$ cat src/rtl/length_prefixed_request_parser_macros.svh
// Assertion macros shared by the request parser modules.
// Depends on nothing; included by the files that carry assertions.
`ifndef LENGTH_PREFIXED_REQUEST_PARSER_MACROS_SVH
`define LENGTH_PREFIXED_REQUEST_PARSER_MACROS_SVH

// Same-cycle implication, disabled during reset.
`define LPRP_ASSERT_IMP(label, clk, rst, ante, cons, msg) \
  label: assert property (@(posedge clk) disable iff (rst) (ante) |-> (cons)) \
    else $error(msg);

// Next-cycle implication, disabled during reset.
`define LPRP_ASSERT_NXT(label, clk, rst, ante, cons, msg) \
  label: assert property (@(posedge clk) disable iff (rst) (ante) |=> (cons)) \
    else $error(msg);

`endif

$ cat src/rtl/lprp_pkg.sv
// Types and constants of the length-prefixed request parser.
// No dependencies; imported by every module of the block.
package lprp_pkg;

  typedef enum logic [2:0] {
    PH_COUNT,
    PH_LEN,
    PH_PAYLOAD,
    PH_DONE,
    PH_DROP
  } phase_t;

  localparam logic [1:0] KIND_BYTE   = 2'd0;
  localparam logic [1:0] KIND_EMPTY  = 2'd1;
  localparam logic [1:0] KIND_ACCEPT = 2'd2;
  localparam logic [1:0] KIND_REJECT = 2'd3;

  localparam logic [1:0] FAULT_NONE      = 2'd0;
  localparam logic [1:0] FAULT_TRUNCATED = 2'd1;
  localparam logic [1:0] FAULT_TOO_MANY  = 2'd2;
  localparam logic [1:0] FAULT_TRAILING  = 2'd3;

  localparam logic [31:0] MAX_ARGS_RESET = 32'd200000;

  // Work for the back end: up to one argument result and one status result.
  typedef struct packed {
    logic        data_valid;
    logic [1:0]  data_kind;
    logic [31:0] data_index;
    logic [7:0]  data_byte;
    logic        data_end;
    logic        stat_valid;
    logic [1:0]  stat_kind;
    logic [1:0]  stat_fault;
    logic [31:0] stat_index;
  } rec_t;

endpackage

$ cat src/rtl/lprp_if.sv
// Request and result channel interfaces of the request parser.
// No dependencies; used by the top level and its front and back ends.
interface lprp_in_if;
  logic       valid;
  logic       ready;
  logic [7:0] in_byte;
  logic       end_of_message;

  modport source (output valid, output in_byte, output end_of_message, input ready);
  modport sink (input valid, input in_byte, input end_of_message, output ready);
endinterface

interface lprp_out_if;
  logic        valid;
  logic        ready;
  logic [1:0]  kind;
  logic [1:0]  fault;
  logic [31:0] arg_index;
  logic [7:0]  out_byte;
  logic        arg_end;
  logic        last;

  modport source (output valid, output kind, output fault, output arg_index,
                  output out_byte, output arg_end, output last, input ready);
  modport sink (input valid, input kind, input fault, input arg_index,
                input out_byte, input arg_end, input last, output ready);
endinterface

$ cat src/rtl/lprp_front.sv
// Front end: parses request bytes and queues the results each byte causes.
// Depends on lprp_pkg, lprp_if.sv and the assertion macro header.
`include "length_prefixed_request_parser_macros.svh"

module lprp_front
  import lprp_pkg::*;
(
  input  logic        clk,
  input  logic        rst,
  input  logic        cfg_we,
  input  logic [31:0] cfg_wdata,
  lprp_in_if.sink     req,
  input  logic        fifo_full,
  output logic        push,
  output rec_t        push_rec
);

  phase_t      phase, phase_next;
  logic [1:0]  field_byte_count, field_byte_count_next;
  logic [31:0] field_shift, field_shift_next;
  logic [31:0] args_left, args_left_next;
  logic [31:0] payload_left, payload_left_next;
  logic [31:0] arg_counter, arg_counter_next;
  logic [1:0]  fault_code, fault_code_next;
  logic [31:0] max_args;
  logic [31:0] shifted;
  logic        field_full;
  logic        accept;
  rec_t        rec;

  assign req.ready = !fifo_full;
  assign accept    = req.valid && !fifo_full;
  assign push      = accept && (rec.data_valid || rec.stat_valid);
  assign push_rec  = rec;

  assign shifted    = {field_shift[23:0], req.in_byte};
  assign field_full = (field_byte_count == 2'd3);

  always_comb begin
    phase_next            = phase;
    field_byte_count_next = field_byte_count;
    field_shift_next      = field_shift;
    args_left_next        = args_left;
    payload_left_next     = payload_left;
    arg_counter_next      = arg_counter;
    fault_code_next       = fault_code;
    rec                   = '0;

    case (phase)
      PH_COUNT: begin
        field_byte_count_next = field_full ? 2'd0 : field_byte_count + 2'd1;
        field_shift_next      = field_full ? 32'd0 : shifted;
        if (field_full) begin
          if (shifted > max_args) begin
            fault_code_next = FAULT_TOO_MANY;
            phase_next      = PH_DROP;
          end else begin
            args_left_next   = shifted;
            arg_counter_next = 32'd0;
            phase_next       = (shifted == 32'd0) ? PH_DONE : PH_LEN;
          end
        end
      end
      PH_LEN: begin
        field_byte_count_next = field_full ? 2'd0 : field_byte_count + 2'd1;
        field_shift_next      = field_full ? 32'd0 : shifted;
        if (field_full) begin
          if (shifted == 32'd0) begin
            rec.data_valid   = 1'b1;
            rec.data_kind    = KIND_EMPTY;
            rec.data_index   = arg_counter;
            rec.data_end     = 1'b1;
            arg_counter_next = arg_counter + 32'd1;
            args_left_next   = args_left - 32'd1;
            phase_next       = (args_left == 32'd1) ? PH_DONE : PH_LEN;
          end else begin
            payload_left_next = shifted;
            phase_next        = PH_PAYLOAD;
          end
        end
      end
      PH_PAYLOAD: begin
        rec.data_valid    = 1'b1;
        rec.data_kind     = KIND_BYTE;
        rec.data_index    = arg_counter;
        rec.data_byte     = req.in_byte;
        rec.data_end      = (payload_left == 32'd1);
        payload_left_next = payload_left - 32'd1;
        if (payload_left == 32'd1) begin
          arg_counter_next = arg_counter + 32'd1;
          args_left_next   = args_left - 32'd1;
          phase_next       = (args_left == 32'd1) ? PH_DONE : PH_LEN;
        end
      end
      PH_DONE: begin
        fault_code_next = FAULT_TRAILING;
        phase_next      = PH_DROP;
      end
      default: begin
      end
    endcase

    // The final byte reports the status and returns the parser to its idle state.
    if (req.end_of_message) begin
      rec.stat_valid = 1'b1;
      rec.stat_index = arg_counter_next;
      if (fault_code_next != FAULT_NONE) begin
        rec.stat_kind  = KIND_REJECT;
        rec.stat_fault = fault_code_next;
      end else if (phase_next == PH_DONE) begin
        rec.stat_kind  = KIND_ACCEPT;
        rec.stat_fault = FAULT_NONE;
      end else begin
        rec.stat_kind  = KIND_REJECT;
        rec.stat_fault = FAULT_TRUNCATED;
      end
      phase_next            = PH_COUNT;
      field_byte_count_next = 2'd0;
      field_shift_next      = 32'd0;
      args_left_next        = 32'd0;
      payload_left_next     = 32'd0;
      arg_counter_next      = 32'd0;
      fault_code_next       = FAULT_NONE;
    end
  end

  always_ff @(posedge clk) begin
    if (rst) begin
      max_args <= MAX_ARGS_RESET;
    end else if (cfg_we) begin
      max_args <= cfg_wdata;
    end
  end

  always_ff @(posedge clk) begin
    if (rst) begin
      phase            <= PH_COUNT;
      field_byte_count <= 2'd0;
      field_shift      <= 32'd0;
      args_left        <= 32'd0;
      payload_left     <= 32'd0;
      arg_counter      <= 32'd0;
      fault_code       <= FAULT_NONE;
    end else if (accept) begin
      phase            <= phase_next;
      field_byte_count <= field_byte_count_next;
      field_shift      <= field_shift_next;
      args_left        <= args_left_next;
      payload_left     <= payload_left_next;
      arg_counter      <= arg_counter_next;
      fault_code       <= fault_code_next;
    end
  end

  `LPRP_ASSERT_NXT(a_eom_clears, clk, rst, accept && req.end_of_message,
                   phase == PH_COUNT && fault_code == FAULT_NONE && arg_counter == 32'd0,
                   "parser state not cleared after the final byte of a request")
  `LPRP_ASSERT_IMP(a_fault_drops, clk, rst, fault_code != FAULT_NONE,
                   phase == PH_DROP, "fault recorded while not dropping")

endmodule

$ cat src/rtl/lprp_fifo.sv
// Short queue of parsed work between the front and back ends.
// Depends on lprp_pkg and the assertion macro header.
`include "length_prefixed_request_parser_macros.svh"

module lprp_fifo
  import lprp_pkg::*;
#(
  parameter int DEPTH = 4
) (
  input  logic clk,
  input  logic rst,
  input  logic push,
  input  rec_t push_rec,
  input  logic pop,
  output rec_t head,
  output logic full,
  output logic empty
);

  localparam int AW = (DEPTH > 1) ? $clog2(DEPTH) : 1;
  localparam int CW = $clog2(DEPTH + 1);

  rec_t          entries [DEPTH];
  logic [AW-1:0] wr_ptr, rd_ptr;
  logic [CW-1:0] count;

  assign full  = (count == CW'(DEPTH));
  assign empty = (count == '0);
  assign head  = entries[rd_ptr];

  always_ff @(posedge clk) begin
    if (push) begin
      entries[wr_ptr] <= push_rec;
    end
  end

  always_ff @(posedge clk) begin
    if (rst) begin
      wr_ptr <= '0;
      rd_ptr <= '0;
      count  <= '0;
    end else begin
      if (push) begin
        wr_ptr <= (wr_ptr == AW'(DEPTH - 1)) ? '0 : wr_ptr + 1'b1;
      end
      if (pop) begin
        rd_ptr <= (rd_ptr == AW'(DEPTH - 1)) ? '0 : rd_ptr + 1'b1;
      end
      case ({push, pop})
        2'b10:   count <= count + 1'b1;
        2'b01:   count <= count - 1'b1;
        default: count <= count;
      endcase
    end
  end

  `LPRP_ASSERT_IMP(a_count_bound, clk, rst, 1'b1, count <= CW'(DEPTH),
                   "queue occupancy beyond its depth")
  `LPRP_ASSERT_IMP(a_no_pop_empty, clk, rst, pop, !empty, "pop from an empty queue")

endmodule

$ cat src/rtl/lprp_back.sv
// Back end: expands queued work into result items through an output register.
// Depends on lprp_pkg, lprp_if.sv and the assertion macro header.
`include "length_prefixed_request_parser_macros.svh"

module lprp_back
  import lprp_pkg::*;
(
  input  logic      clk,
  input  logic      rst,
  input  rec_t      head,
  input  logic      empty,
  output logic      pop,
  lprp_out_if.source res
);

  logic        second;
  logic        load;
  logic        use_data;
  logic        item_last;
  logic        out_valid;
  logic [1:0]  out_kind;
  logic [1:0]  out_fault;
  logic [31:0] out_index;
  logic [7:0]  out_data;
  logic        out_end;
  logic        out_last;

  assign load      = !empty && (!out_valid || res.ready);
  assign use_data  = !second && head.data_valid;
  assign item_last = !use_data || !head.stat_valid;
  assign pop       = load && item_last;

  always_ff @(posedge clk) begin
    if (rst) begin
      out_valid <= 1'b0;
      second    <= 1'b0;
    end else begin
      if (load) begin
        out_valid <= 1'b1;
        second    <= !item_last;
      end else if (res.ready) begin
        out_valid <= 1'b0;
      end
    end
  end

  always_ff @(posedge clk) begin
    if (load) begin
      out_kind  <= use_data ? head.data_kind : head.stat_kind;
      out_fault <= use_data ? FAULT_NONE : head.stat_fault;
      out_index <= use_data ? head.data_index : head.stat_index;
      out_data  <= use_data ? head.data_byte : 8'd0;
      out_end   <= use_data ? head.data_end : 1'b0;
      out_last  <= item_last;
    end
  end

  assign res.valid     = out_valid;
  assign res.kind      = out_kind;
  assign res.fault     = out_fault;
  assign res.arg_index = out_index;
  assign res.out_byte  = out_data;
  assign res.arg_end   = out_end;
  assign res.last      = out_last;

  `LPRP_ASSERT_IMP(a_second_is_status, clk, rst, second && !empty, head.stat_valid,
                   "second result of a request byte is not a status")
  `LPRP_ASSERT_IMP(a_status_last, clk, rst,
                   out_valid && (out_kind == KIND_ACCEPT || out_kind == KIND_REJECT),
                   out_last, "status result not marked last")

endmodule

$ cat src/rtl/length_prefixed_request_parser.sv
// Length-prefixed request parser: one request byte per cycle in, results out.
// The first result of a byte passes through the queue and then the output register.
// Throughput: one byte per cycle; a final byte that closes an argument gives two
// results, sent one after the other; the input stalls only while the queue is full.
// Reset (synchronous, rst high) empties the queue, idles the parser, sets max_args to 200000.
// Depends on lprp_pkg, lprp_if.sv, lprp_front, lprp_fifo and lprp_back.
module length_prefixed_request_parser
  import lprp_pkg::*;
#(
  parameter int FIFO_DEPTH = 4
) (
  input  logic        clk,
  input  logic        rst,
  input  logic        cfg_we,
  input  logic [31:0] cfg_wdata,
  lprp_in_if.sink     req_in,
  lprp_out_if.source  res_out
);

  rec_t push_rec;
  rec_t head;
  logic push, pop, full, empty;

  lprp_front u_front (
    .clk       (clk),
    .rst       (rst),
    .cfg_we    (cfg_we),
    .cfg_wdata (cfg_wdata),
    .req       (req_in),
    .fifo_full (full),
    .push      (push),
    .push_rec  (push_rec)
  );

  lprp_fifo #(
    .DEPTH (FIFO_DEPTH)
  ) u_fifo (
    .clk      (clk),
    .rst      (rst),
    .push     (push),
    .push_rec (push_rec),
    .pop      (pop),
    .head     (head),
    .full     (full),
    .empty    (empty)
  );

  lprp_back u_back (
    .clk   (clk),
    .rst   (rst),
    .head  (head),
    .empty (empty),
    .pop   (pop),
    .res   (res_out)
  );

endmodule

$ cat src/flat_wrapper.sv
// flat-port wrapper written by rule: the top's interface ports become plain ports
module length_prefixed_request_parser_flat import lprp_pkg::*;
#(
  parameter int FIFO_DEPTH = 4
)
  (clk, rst, cfg_we, cfg_wdata, req_in_valid, req_in_in_byte, req_in_end_of_message, req_in_ready, res_out_valid, res_out_kind, res_out_fault, res_out_arg_index, res_out_out_byte, res_out_arg_end, res_out_last, res_out_ready);
  lprp_in_if req_in_i ();
  lprp_out_if res_out_i ();
  input  logic clk;
  input  logic rst;
  input  logic cfg_we;
  input  logic [31:0] cfg_wdata;
  input wire logic [$bits(req_in_i.valid)-1:0] req_in_valid;
  input wire logic [$bits(req_in_i.in_byte)-1:0] req_in_in_byte;
  input wire logic [$bits(req_in_i.end_of_message)-1:0] req_in_end_of_message;
  output wire logic [$bits(req_in_i.ready)-1:0] req_in_ready;
  output wire logic [$bits(res_out_i.valid)-1:0] res_out_valid;
  output wire logic [$bits(res_out_i.kind)-1:0] res_out_kind;
  output wire logic [$bits(res_out_i.fault)-1:0] res_out_fault;
  output wire logic [$bits(res_out_i.arg_index)-1:0] res_out_arg_index;
  output wire logic [$bits(res_out_i.out_byte)-1:0] res_out_out_byte;
  output wire logic [$bits(res_out_i.arg_end)-1:0] res_out_arg_end;
  output wire logic [$bits(res_out_i.last)-1:0] res_out_last;
  input wire logic [$bits(res_out_i.ready)-1:0] res_out_ready;
  assign req_in_i.valid = req_in_valid;
  assign req_in_i.in_byte = req_in_in_byte;
  assign req_in_i.end_of_message = req_in_end_of_message;
  assign req_in_ready = req_in_i.ready;
  assign res_out_valid = res_out_i.valid;
  assign res_out_kind = res_out_i.kind;
  assign res_out_fault = res_out_i.fault;
  assign res_out_arg_index = res_out_i.arg_index;
  assign res_out_out_byte = res_out_i.out_byte;
  assign res_out_arg_end = res_out_i.arg_end;
  assign res_out_last = res_out_i.last;
  assign res_out_i.ready = res_out_ready;
  length_prefixed_request_parser #(.FIFO_DEPTH(FIFO_DEPTH)) u_core (.clk(clk), .rst(rst), .cfg_we(cfg_we), .cfg_wdata(cfg_wdata), .req_in(req_in_i), .res_out(res_out_i));
endmodule
$ cat config.mk
export PLATFORM = sky130hd
export DESIGN_NAME = length_prefixed_request_parser_flat
export DESIGN_NICKNAME = d
export VERILOG_FILES = /design/src/rtl/lprp_pkg.sv /design/src/rtl/lprp_if.sv /design/src/rtl/lprp_front.sv /design/src/rtl/lprp_fifo.sv /design/src/rtl/lprp_back.sv /design/src/rtl/length_prefixed_request_parser.sv /design/src/flat_wrapper.sv
export VERILOG_INCLUDE_DIRS = /design/src /design/src/rtl
export SDC_FILE = /design/constraint.sdc
export NUM_CORES = 1
export LEC_CHECK = 0
export ABC_AREA = 1
export BUFFER_PORTS_ARGS = -buffer_cell sky130_fd_sc_hd__buf_2
export CORE_ASPECT_RATIO = 1.1
export CORE_MARGIN = 2
export CORE_UTILIZATION = 50
export CTS_CLUSTER_SIZE = 8
export DETAILED_ROUTE_END_ITERATION = 8
export PLACE_DENSITY = 0.7
export SKIP_CTS_REPAIR_TIMING = 1
export SYNTH_ARGS = -nofsm -noshare
export SYNTH_HDL_FRONTEND = slang
export SYNTH_SLANG_ARGS = --single-unit
$ cat constraint.sdc
create_clock -name clk -period 5.43 [get_ports clk]
set_input_delay 0.8145 -clock clk [delete_from_list [all_inputs] [get_ports clk]]
set_output_delay 0.8145 -clock clk [all_outputs]
set_load 0.05 [all_outputs]
==> impl_metrics.ini <==
[cts]
cts_max_path_buffers = 3
cts.clk_slew.worst_paths_ns = 0.06
clk_latency_ns = 0.61
cts_tree = yes
cts_buffers = 76
h-tree-depth = 3
cts.sinks = 532
root_buffer = clkbuf_16

[pwr]
p_int_w = 0.00850
seqPwrFrac = 0.389
p_sw_frac = 0.360
clockPowerShare = 0.326
ir_drop_mv = 0.332
fin_total_pwr_w = 0.0133
p_sw_w = 0.00479
leakage_nw = 9.97
power_frac_comb = 0.285
p_per_area_nw_per_um2 = 483

[placement]
portBuffers = 93
hpwlAfterDp_mm = 38.7
dp.cells = 3266
gp_congestion = 0.918
place_area_um2 = 25400

[route]
vias_per_cell = 5.82
wl_per_cell_um = 18.9
drc = 0
ant_nets = 0
dr_total_vias = 19700
firstDrtPassIters = 6
wl_mm = 64.0
first_iter_violations = 1799

[timing]
fin_crit_sh = 0.712
setup_viol = 0
setup_tns_ns = 0
skew_ns = 0.0328
worst_slew_pin_slew_ns = 1.21
drv_slew = 0
rsz0062_at_grt = false
fmax_mhz = 259
max_slew_margin = 0.193
fin_crit_ns = 3.87
final_hold_viol_count = 0

[synth]
synth_fp_nets = 2738
ys_seq_area_frac = 0.586
async_flop_share = 0
synth-edff-count = 362
synth_ff_type = edfxtp_1
netlist_area_um2 = 24300
ys_warn_count = 0
ys_seq_elements = 532
ys_types = 56
netlist_instances = 2646
synth_area_per_cell_um2 = 9.20

[worst_setup_path]
endpoint_kind = flip-flop
cp-startpoint = u_core.u_front.phase[2]
crit_path_end = u_core.u_fifo.entries[3][24]
r2r-end = u_core.u_fifo.entries[3][24]
r2r_start = u_core.u_front.phase[2]
required_ns = 5.84
criticalPathCategory = reg2reg
worstPathArrival_ns = 4.27
r2r_slack_ns = 1.56
worstRegToRegCells = 12
critPathLaunchType = flip-flop
crit_fanout = 45

[die]
die_x_um = 214
rows = 84
dieArea_um2 = 50500
fp.dieH_um = 235
io_pins = 94
start_util = 0.508
core_um2 = 47900

[grt]
grt_max_degree = 113
grt_overflow = 0
grt_pass1_vias = 19300
grt_pass1_wl_mm = 101
antenna_found_initial = 2
grt_use_total = 0.249

[finish]
fin_util = 0.575
drive_gt1_frac = 0.0926
design_area_um2 = 27500
syn_to_final_growth_pct = 13.1
layout_commonest_cell = nor2_1
final_cell_mix = nor2_1 (452), edfxtp_1 (362), o21ai_0 (305), nand2_1 (305), a21oi_1 (249)
fill_cells = 4145
final_cells = 3391
nets = 2791

[min_path]
min_path_cells = 3
hp-class = in2reg

[run_status]
outcome = completed

[run]
maxCapViolCount = 0
## how the worst min path moves through the flow
stage | startpoint | endpoint | slack (ns)
floorplan | u_core.u_fifo.count[0] | u_core.u_fifo.count[0] | 0.42
global placement | u_core.u_fifo.count[0] | u_core.u_fifo.count[0] | 0.44
detailed placement | u_core.u_fifo.count[0] | u_core.u_fifo.count[0] | 0.45
CTS | cfg_wdata[11] | u_core.u_front.max_args[11] | 0.41
global route | cfg_wdata[11] | u_core.u_front.max_args[11] | 0.43
finish | cfg_wdata[16] | u_core.u_front.max_args[16] | 0.43
## metrics by stage
step	setup WS, ns	hold slack (ns)
after CTS	1.65	0.407
after floorplan	-0.195	0.422
after global routing	1.37	0.426
after detailed placement	1.58	0.450
after global placement	1.50	0.441
final	1.56	0.430
## flip-flops by register name (all words and copies together), names as in the netlist, 3 cells and up, named ones only
register and count:
u_core.u_back.res.arg_index 32, u_core.u_back.res.out_byte 8, u_core.u_fifo.count 3, u_core.u_front.phase 3, u_core.u_fifo.entries 316, u_core.u_front.max_args 32
u_core.u_front.arg_counter 32, u_core.u_front.field_shift 24, u_core.u_front.args_left 32, u_core.u_front.payload_left 32
## area by class of cell
| cell class | count | area [um^2] | share of cell area |
|---|---|---|---|
| diodes | 2 | 5.00 | 0.000182 |
| clock buffers | 118 | 2100 | 0.0763 |
| clock inverters | 5 | 62.6 | 0.00227 |
| inverters | 227 | 856 | 0.0311 |
| multi-input cells | 1745 | 8720 | 0.317 |
| flip-flops and latches | 532 | 14300 | 0.518 |
| well taps | 645 | 807 | 0.0293 |
| repair buffers | 117 | 708 | 0.0257 |
## logic make-up (layout without fill, tap and decap cells)
| kind of cell | Yosys count | after routing | synth area share |
|---|---|---|---|
| xor+xnor | 12 | 12 | 0.00432 |
| compound gates | 721 | 721 | 0.162 |
| fa+ha+maj | 46 | 46 | 0.0240 |
| flops | 532 | 532 | 0.586 |
| other cells | 0 | 2 | 0 |
| buf+inv | 369 | 467 | 0.0580 |
| simple gates | 966 | 966 | 0.165 |
## worst max-delay path: stages, from the launching register on
cell,delay (ns)
dfxtp_1,0.43
nor2_2,0.16
inv_1,0.08
nor2_2,0.07
buf_4,0.36
inv_2,0.11
nand2_4,0.19
buf_4,0.55
clkinv_1,0.76
or2_2,0.53
nand3_1,0.09
nand2_1,0.07
a21oi_1,0.25
## power groups by stage
stage | Sequential (W) | Clock, W | Combinational (W)
finish | 0.00517 | 0.00433 | 0.00379
global route | 0.00521 | 0.00458 | 0.00416
floorplan | 0.00578 | 0 | 0.00215
global placement | 0.00522 | 0 | 0.00371
detailed placement | 0.00524 | 0 | 0.00379
CTS | 0.00517 | 0.00440 | 0.00381
## cell usage after synthesis (5+ instances only)
library cell  number  share of area
buf_2             10         0.0021
nor2_2             9         0.0023
nor2_1           458          0.071
dfxtp_1          170           0.14
a31oi_1           44          0.011
clkbuf_1         122          0.019
edfxtp_1         362           0.45
inv_2             11         0.0017
o211ai_1           5         0.0015
or2_2              5         0.0013
buf_1              7         0.0011
inv_1            214          0.033
o21ai_1           10         0.0021
nand3_1           98          0.020
o21ai_0          305          0.063
nor3_2             6         0.0025
nand4_1           30         0.0077
nor4_1             8         0.0021
xor2_1             9         0.0032
nor3_1            32         0.0066
ha_1              45          0.023
nand2_1          305          0.047
a211oi_1          33          0.010
a21oi_1          249          0.051
o22ai_1           39          0.010
## layer usage
| metal | up-vias | wire length [um] | track usage |
|---|---|---|---|
| li1 | 9301 | - | - |
| met1 | 9460 | 25300 | 0.298 |
| met2 | 797 | 31600 | 0.434 |
| met3 | 163 | 4620 | 0.0460 |
| met4 | 0 | 2550 | 0.122 |
| met5 | - | 0 | 0 |
No activity file was read; power rests on OpenSTA's default activity.
